**config.mk**
```make
export PLATFORM = sky130hd
export DESIGN_NAME = ffra_cell
export DESIGN_NICKNAME = d
export VERILOG_FILES = /design/src/rtl/core/ffra_pkg.sv /design/src/rtl/core/ffra_cell.sv
export SDC_FILE = /design/constraint.sdc
export NUM_CORES = 1
export LEC_CHECK = 0
export ABC_AREA = 1
export BUFFER_PORTS_ARGS = -buffer_cell sky130_fd_sc_hd__clkbuf_2
export CAP_MARGIN = 25
export CELL_PAD_IN_SITES_DETAIL_PLACEMENT = 0
export CELL_PAD_IN_SITES_GLOBAL_PLACEMENT = 1
export CORE_AREA = 2 2 172 174
export CTS_CLUSTER_DIAMETER = 60
export DETAILED_ROUTE_END_ITERATION = 7
export DIE_AREA = 0 0 174 176
export PLACE_DENSITY = 0.88
export SLEW_MARGIN = 20
export SYNTH_ARGS = -nofsm -noshare
export SYNTH_HDL_FRONTEND = slang
export SYNTH_SLANG_ARGS = --single-unit
```
**constraint.sdc**
```tcl
create_clock -name clock -period 5.5 [get_ports clock]
set_clock_uncertainty 0.1 [all_clocks]
set_input_delay 0.55 -clock clock [delete_from_list [all_inputs] [get_ports clock]]
set_output_delay 0.55 -clock clock [all_outputs]
set_load 0.03 [all_outputs]
```
**src/rtl/core/ffra_pkg.sv**
```systemverilog
// Shared types and constants for the first-fit range allocator.
// Depends on nothing; every module of the allocator imports it.
package ffra_pkg;

   // Sequencer states
   typedef enum logic [3:0] {
      S_IDLE,
      S_CREATE,
      S_SCAN,
      S_FIND,
      S_PICK,
      S_ALLOC,
      S_GROW,
      S_GROW2,
      S_FREE_SUM,
      S_FREE_APPLY,
      S_RESP
   } state_type;

   // Commands broadcast to the cell row
   typedef enum logic [2:0] {
      CMD_HOLD,
      CMD_WRITE,
      CMD_SHR,
      CMD_SHL,
      CMD_SHL_WR,
      CMD_FLAGS
   } cmd_type;

   typedef logic [1:0] status_type;

   localparam status_type STAT_OK    = 2'd0;
   localparam status_type STAT_NOFIT = 2'd1;
   localparam status_type STAT_FULL  = 2'd2;

   localparam logic FUNC_ALLOC = 1'b0;
   localparam logic FUNC_FREE  = 1'b1;

   localparam logic CSR_INITIAL_SIZE = 1'b0;
   localparam logic CSR_GROW_ENABLED = 1'b1;

endpackage

```
**src/rtl/core/ffra_cell.sv**
```systemverilog
// One entry of the free-range table: start, length and compare flags.
// Depends on ffra_pkg for the command codes.
module ffra_cell #(
   parameter int CELL_IDX  = 0,
   parameter int IW        = 6,
   parameter int SIZE_BITS = 48
) (
   input  logic                 clock,
   input  ffra_pkg::cmd_type    cmd,
   input  logic [IW-1:0]        sel_pos,
   input  logic [SIZE_BITS-1:0] key,
   input  logic [SIZE_BITS-1:0] wr_start,
   input  logic [SIZE_BITS-1:0] wr_len,
   input  logic [SIZE_BITS-1:0] left_start,
   input  logic [SIZE_BITS-1:0] left_len,
   input  logic [SIZE_BITS-1:0] right_start,
   input  logic [SIZE_BITS-1:0] right_len,
   output logic [SIZE_BITS-1:0] cell_start,
   output logic [SIZE_BITS-1:0] cell_len,
   output logic                 fit,
   output logic                 ge
);
   import ffra_pkg::*;

   localparam logic [IW:0] ME = (IW+1)'(CELL_IDX);

   logic [SIZE_BITS-1:0] start_ff, start_in;
   logic [SIZE_BITS-1:0] len_ff, len_in;
   logic                 fit_ff, fit_in;
   logic                 ge_ff, ge_in;
   logic [IW:0]          pos_x;

   assign pos_x = {1'b0, sel_pos};

   // Select the entry's next contents from the command
   always_comb begin
      start_in = start_ff;
      len_in   = len_ff;
      fit_in   = fit_ff;
      ge_in    = ge_ff;
      case (cmd)
         CMD_WRITE: begin
            if (ME == pos_x) begin
               start_in = wr_start;
               len_in   = wr_len;
            end
         end
         CMD_SHR: begin
            if (ME == pos_x) begin
               start_in = wr_start;
               len_in   = wr_len;
            end else if (ME > pos_x) begin
               start_in = left_start;
               len_in   = left_len;
            end
         end
         CMD_SHL: begin
            if (ME >= pos_x) begin
               start_in = right_start;
               len_in   = right_len;
            end
         end
         CMD_SHL_WR: begin
            if (ME >= pos_x) begin
               start_in = right_start;
               len_in   = right_len;
            end else if (ME + 1'b1 == pos_x) begin
               start_in = wr_start;
               len_in   = wr_len;
            end
         end
         CMD_FLAGS: begin
            fit_in = (len_ff >= key);
            ge_in  = (start_ff >= key);
         end
         default: begin
         end
      endcase
   end

   always_ff @(posedge clock) begin
      start_ff <= start_in;
      len_ff   <= len_in;
      fit_ff   <= fit_in;
      ge_ff    <= ge_in;
   end

   assign cell_start = start_ff;
   assign cell_len   = len_ff;
   assign fit        = fit_ff;
   assign ge         = ge_ff;

endmodule

```
======== Word level (Yosys, flattened, before mapping) ========
Cells that the tools add are included.
storage, ports and cells
  register bits after elaboration ......... 98
  bits of input ports ..................... 346
  output and inout bits ................... 98
  logic and storage cells ................. 35
cells by class
  $lt $le $gt $ge ......................... 4
  equality and inequality tests ........... 10
  multiplexer cells ....................... 14
  reduce and logical (&&, ||, !) cells .... 3
operator list
  kind                                                          number
  two-way mux 48 bit                                            12
  one-hot mux 48 bit (4 select lines)                           2
  >= comparator 48 bit                                          2
  zero test 7 bit                                               1
  == test 1 x 6 -> 1 bit, first input constant                  1
  == test 3 x 2 -> 1 bit, second input constant                 2
  == test 3 bit, second input constant                          2
  >= comparator 1 x 6 -> 1 bit, first input constant            1
  greater-than comparator 1 x 6 -> 1 bit, first input constant  1
  inequality test 3 bit, second input constant                  2
  AND reduction 5 bit                                           1
  inequality test 2 bit, second input constant                  2
  nonzero test 4 bit                                            1
  == test 3 x 1 -> 1 bit, second input constant                 1

======== Depth between registers and ports, before layout ========
  depth after elaboration ................. 4
  depth in mapped cells ................... 13

======== Worst setup path after synthesis ========
OpenSTA, ideal clock, no wires.
  kind .................................... input port to flip-flop
  from .................................... in cmd[0]
  to ...................................... reg len_ff[0], in the netlist cell_len[0], enable pin
  arrival time ............................ 2.994 ns
  path slack .............................. 1.956 ns
  stages on the path ...................... 6
  buffers on the path ..................... 1
  cell sequence ........................... nor2_2 -> nand2_2 -> inv_1 -> buf_2 -> o211ai_1 -> inv_1
on the way
  word-level cells in the longest chain between the ends .. 3
  elaborated cells between the ends (all ways) .. 10
  classes of those cells .................. eq/ne (8); reduce/logical (2)
RTL lines
  what                                                           RTL line         source
  start, declared                                                ffra_cell.sv:9   input ffra_pkg::cmd_type cmd,
  == test 3 bit, or another cell as far along                    ffra_cell.sv:41  case (cmd)
  inequality test 3 bit (no line), or another cell as far along  n/a
  AND reduction 5 bit (no line) *                                n/a
  end signal, assigned                                           ffra_cell.sv:83  len_ff <= len_in;
  end, declared                                                  ffra_cell.sv:28  logic [SIZE_BITS-1:0] len_ff, len_in;
Mark *: on every way between the ends. The rest lies on a longest branch, timed or not.
A chain may end at the register's enable or synchronous reset.

======== Worst setup path in the final report ========
  from .................................... in sel_pos[2]
  to ...................................... reg len_ff[30], in the netlist cell_len[30] (data pin)
on the way
  word-level cells in the longest chain between the ends .. 3
  elaborated cells between the ends (all ways) .. 5
  classes of those cells .................. order compare (1); mux (3); reduce/logical (1)
RTL lines
  what                                                             RTL line                          source
  start, declared                                                  ffra_cell.sv:10                   input logic [IW-1:0] sel_pos,
  >= comparator 1 x 6 -> 1 bit or zero test 7 bit (tied branches)  ffra_cell.sv:64, ffra_cell.sv:49
  two-way mux 48 bit, on equally long branches                     ffra_cell.sv:64, ffra_cell.sv:49
  one-hot mux 48 bit (4 select lines) *                            ffra_cell.sv:41
  net len_in[30]                                                   ffra_cell.sv:28
Mark *: on every way through the listed nets, which the timed path passes. The rest lies on a longest branch.

==> flow_summary.json <==
{
  "status": "complete, no violations",
  "critPathMaxStageDelay_ps": 780,
  "synth_top_area_share_pct": 33.5,
  "grt_overflow": 0,
  "fp.dieW_um": 174,
  "fin_tns_setup_ps": 0,
  "cp.required_ps": 5500,
  "timing.rr.end": "fit",
  "hold_start": "right_len[3]",
  "viasPerCell": 5.07,
  "grt_use_met1_pct": 31.0,
  "drcViolationCount": 0,
  "io_buffers": 443,
  "critPathArrivalTime_ps": 2950,
  "p_per_area_mw_per_mm2": 172,
  "worstMarginPinSlew_ps": 990,
  "final_util_pct": 40.7,
  "detail-route-antenna-nets": 0,
  "worstRegToRegCells": 9,
  "hold_viol": 0,
  "globalplace.congestion": 0.903,
  "grt_start_max_net_pins": 79,
  "syn_area_sq_mm": 0.00879,
  "min_path_cells": 3,
  "antenna_cells": 0,
  "crit_chain": "clkbuf_2 -> nor2_2 -> nand3_4 -> inv_4 -> o21ai_4 -> buf_4 -> nand2_1 -> o211ai_1",
  "routed_wl_mm": 36.5,
  "worst_hold_path_type": "in -> reg",
  "ys_types": 25,
  "timing.fmax_ghz": 0.339,
  "h-tree-depth": 3,
  "vias": 9909,
  "ir_worst_vdd_uv": 150,
  "coreArea_sq_mm": 0.0285,
  "postCtsSetupBuffers": 0,
  "postSynthNetCount": 1609,
  "slew_violations": 0,
  "first_pass_iters": 5,
  "critPathBufInv": 3,
  "setup_violations": 0,
  "path_class": "in -> reg",
  "slew_headroom_pct": 33.8,
  "dieArea_sq_mm": 0.0306,
  "clk_latency_ps": 360,
  "clkTransAtPathRegs_ps": 80,
  "clock_path_buffers": 2,
  "cts-resized-gates": 0,
  "cts_tree": "built",
  "rrSetupSlack_ps": 3610,
  "syn_avg_cell_area_sq_um": 7.54,
  "period_needed_ps": 2950,
  "hpwl_mm": 29.1,
  "final_common_cell": "clkbuf_2",
  "rr_startpoint": "cell_len[27]",
  "crit_family": "buffers and inverters",
  "grt_util_met3_pct": 2.99,
  "start_util_pct": 30.8,
  "crit_fanout": 72,
  "synth_seq_cells": 98,
  "yosysWarnings": 0,
  "met2_usage_pct": 38.1,
  "grt_antenna_before_repair": 0,
  "io_pins": 444,
  "grt_use_total_pct": 23.0,
  "grt_pass1_vias": 9677,
  "hold_path_end": "cell_len[3]",
  "numClockSinks": 98,
  "synthCells": 1167,
  "startpoint_type": "input port",
  "final_cell_mix": "clkbuf_2, nand2_1, o211ai_1",
  "leakage_nw": 5.68,
  "timing.final.crit_share_pct": 53.7,
  "ys_seq_area_share_pct": 33.5,
  "die_h_um": 176,
  "crit_slowest_cell": "inv_4",
  "cts-root-buf": "clkbuf_16",
  "post_drt_wl_per_cell_um": 18.6,
  "top_usage_layer": "met2",
  "synth.area.top_cells": "edfxtp_1, nand2_1, ha_1",
  "finalNetCount": 2009,
  "cts_hold_buf": 0,
  "grt_pass1_wl_mm": 54.3,
  "first_iter_violations": 746,
  "yosys.area.top_type": "edfxtp_1",
  "holdWs_ps": 403,
  "nFillCells": 3032,
  "rows": 62,
  "rsz0062_at_grt": "false",
  "cts_made_buffers": 9,
  "drive_gt1_share_pct": 30.6,
  "drv_cap": 0,
  "syn2layout_area_growth_pct": 32.3,
  "endpoint_kind": "flop",
  "power_mw": 2.01
}
worst register-to-register path, delay by kind of cell (launching register included):
family	cells	cell delay (ps)
simple gates	5	350
flops	1	530
fa+ha+maj	1	350
compound gates	2	270
buf+inv	1	50
logic make-up after synthesis:
| kind of cell | Yosys count | synth area share (%) |
|---|---|---|
| AO/OA/AOI/OAI | 258 | 19.1 |
| buffers and inverters | 189 | 9.03 |
| AND/OR/NAND/NOR | 526 | 24.7 |
| adder cells (fa/ha/maj) | 96 | 13.7 |
| flip-flops | 98 | 33.5 |
registers in the layout (all words and copies together), names as in the netlist:
signal	count
cell_len	48
cell_start	48
fit	1
ge	1
worst max path at each step:
| stage | end | cells after the start | slack, ps | start |
|---|---|---|---|---|
| after floorplan | cell_len[0] | 6 | 1960 | cmd[0] |
| after global placement | cell_start[19] | 8 | 2100 | cmd[0] |
| after detailed placement | cell_start[17] | 8 | 2120 | cmd[0] |
| after CTS | cell_len[2] | 8 | 2480 | cmd[0] |
| after global routing | cell_len[42] | 8 | 2330 | sel_pos[2] |
| final | cell_len[30] | 8 | 2550 | sel_pos[2] |
metrics by stage:
stage | instances | setup WS, ps | area (sq um)
after floorplan | 1167 | 1960 | 8790
after global placement | 1939 | 2100 | 11300
after detailed placement | 1939 | 2120 | 11300
after CTS | 1955 | 2480 | 11600
after global routing | 1956 | 2330 | 11600
final | 1956 | 2550 | 11600
where the power goes:
| part | total, mW | switching, mW | internal, mW |
|---|---|---|---|
| Clock | 0.711 | 0.309 | 0.402 |
| Sequential | 0.847 | 0.00722 | 0.840 |
| Combinational | 0.447 | 0.250 | 0.197 |
cell usage after synthesis, drive strengths merged:
| cell type | number |
|---|---|
| a21boi | 1 |
| a21o | 3 |
| a21oi | 43 |
| buf | 50 |
| clkbuf | 15 |
| edfxtp | 98 |
| ha | 96 |
| inv | 124 |
| nand2 | 376 |
| nand3 | 8 |
| nand4 | 58 |
| nor2 | 77 |
| nor3 | 7 |
| o211ai | 144 |
| o21a | 4 |
| o21ai | 62 |
| o22ai | 1 |
metal layers:
layer  vias up  part of all wire, %
met5         -                    0
met4         0                  3.0
met3        59                  7.0
met2       457                   47
met1      4523                   43
li1       4870                    -
area by class of cell:
cell class	count	area, sq um	area share, %
clock buffers	12	236	2.03
clock inverters	4	76.3	0.656
inverters	124	470	4.04
multi-input cells	880	5080	43.7
flip-flops and latches	98	2940	25.3
well taps	384	480	4.13
repair buffers	454	2340	20.2
Note: power is estimated with default switching activity, not from simulation.
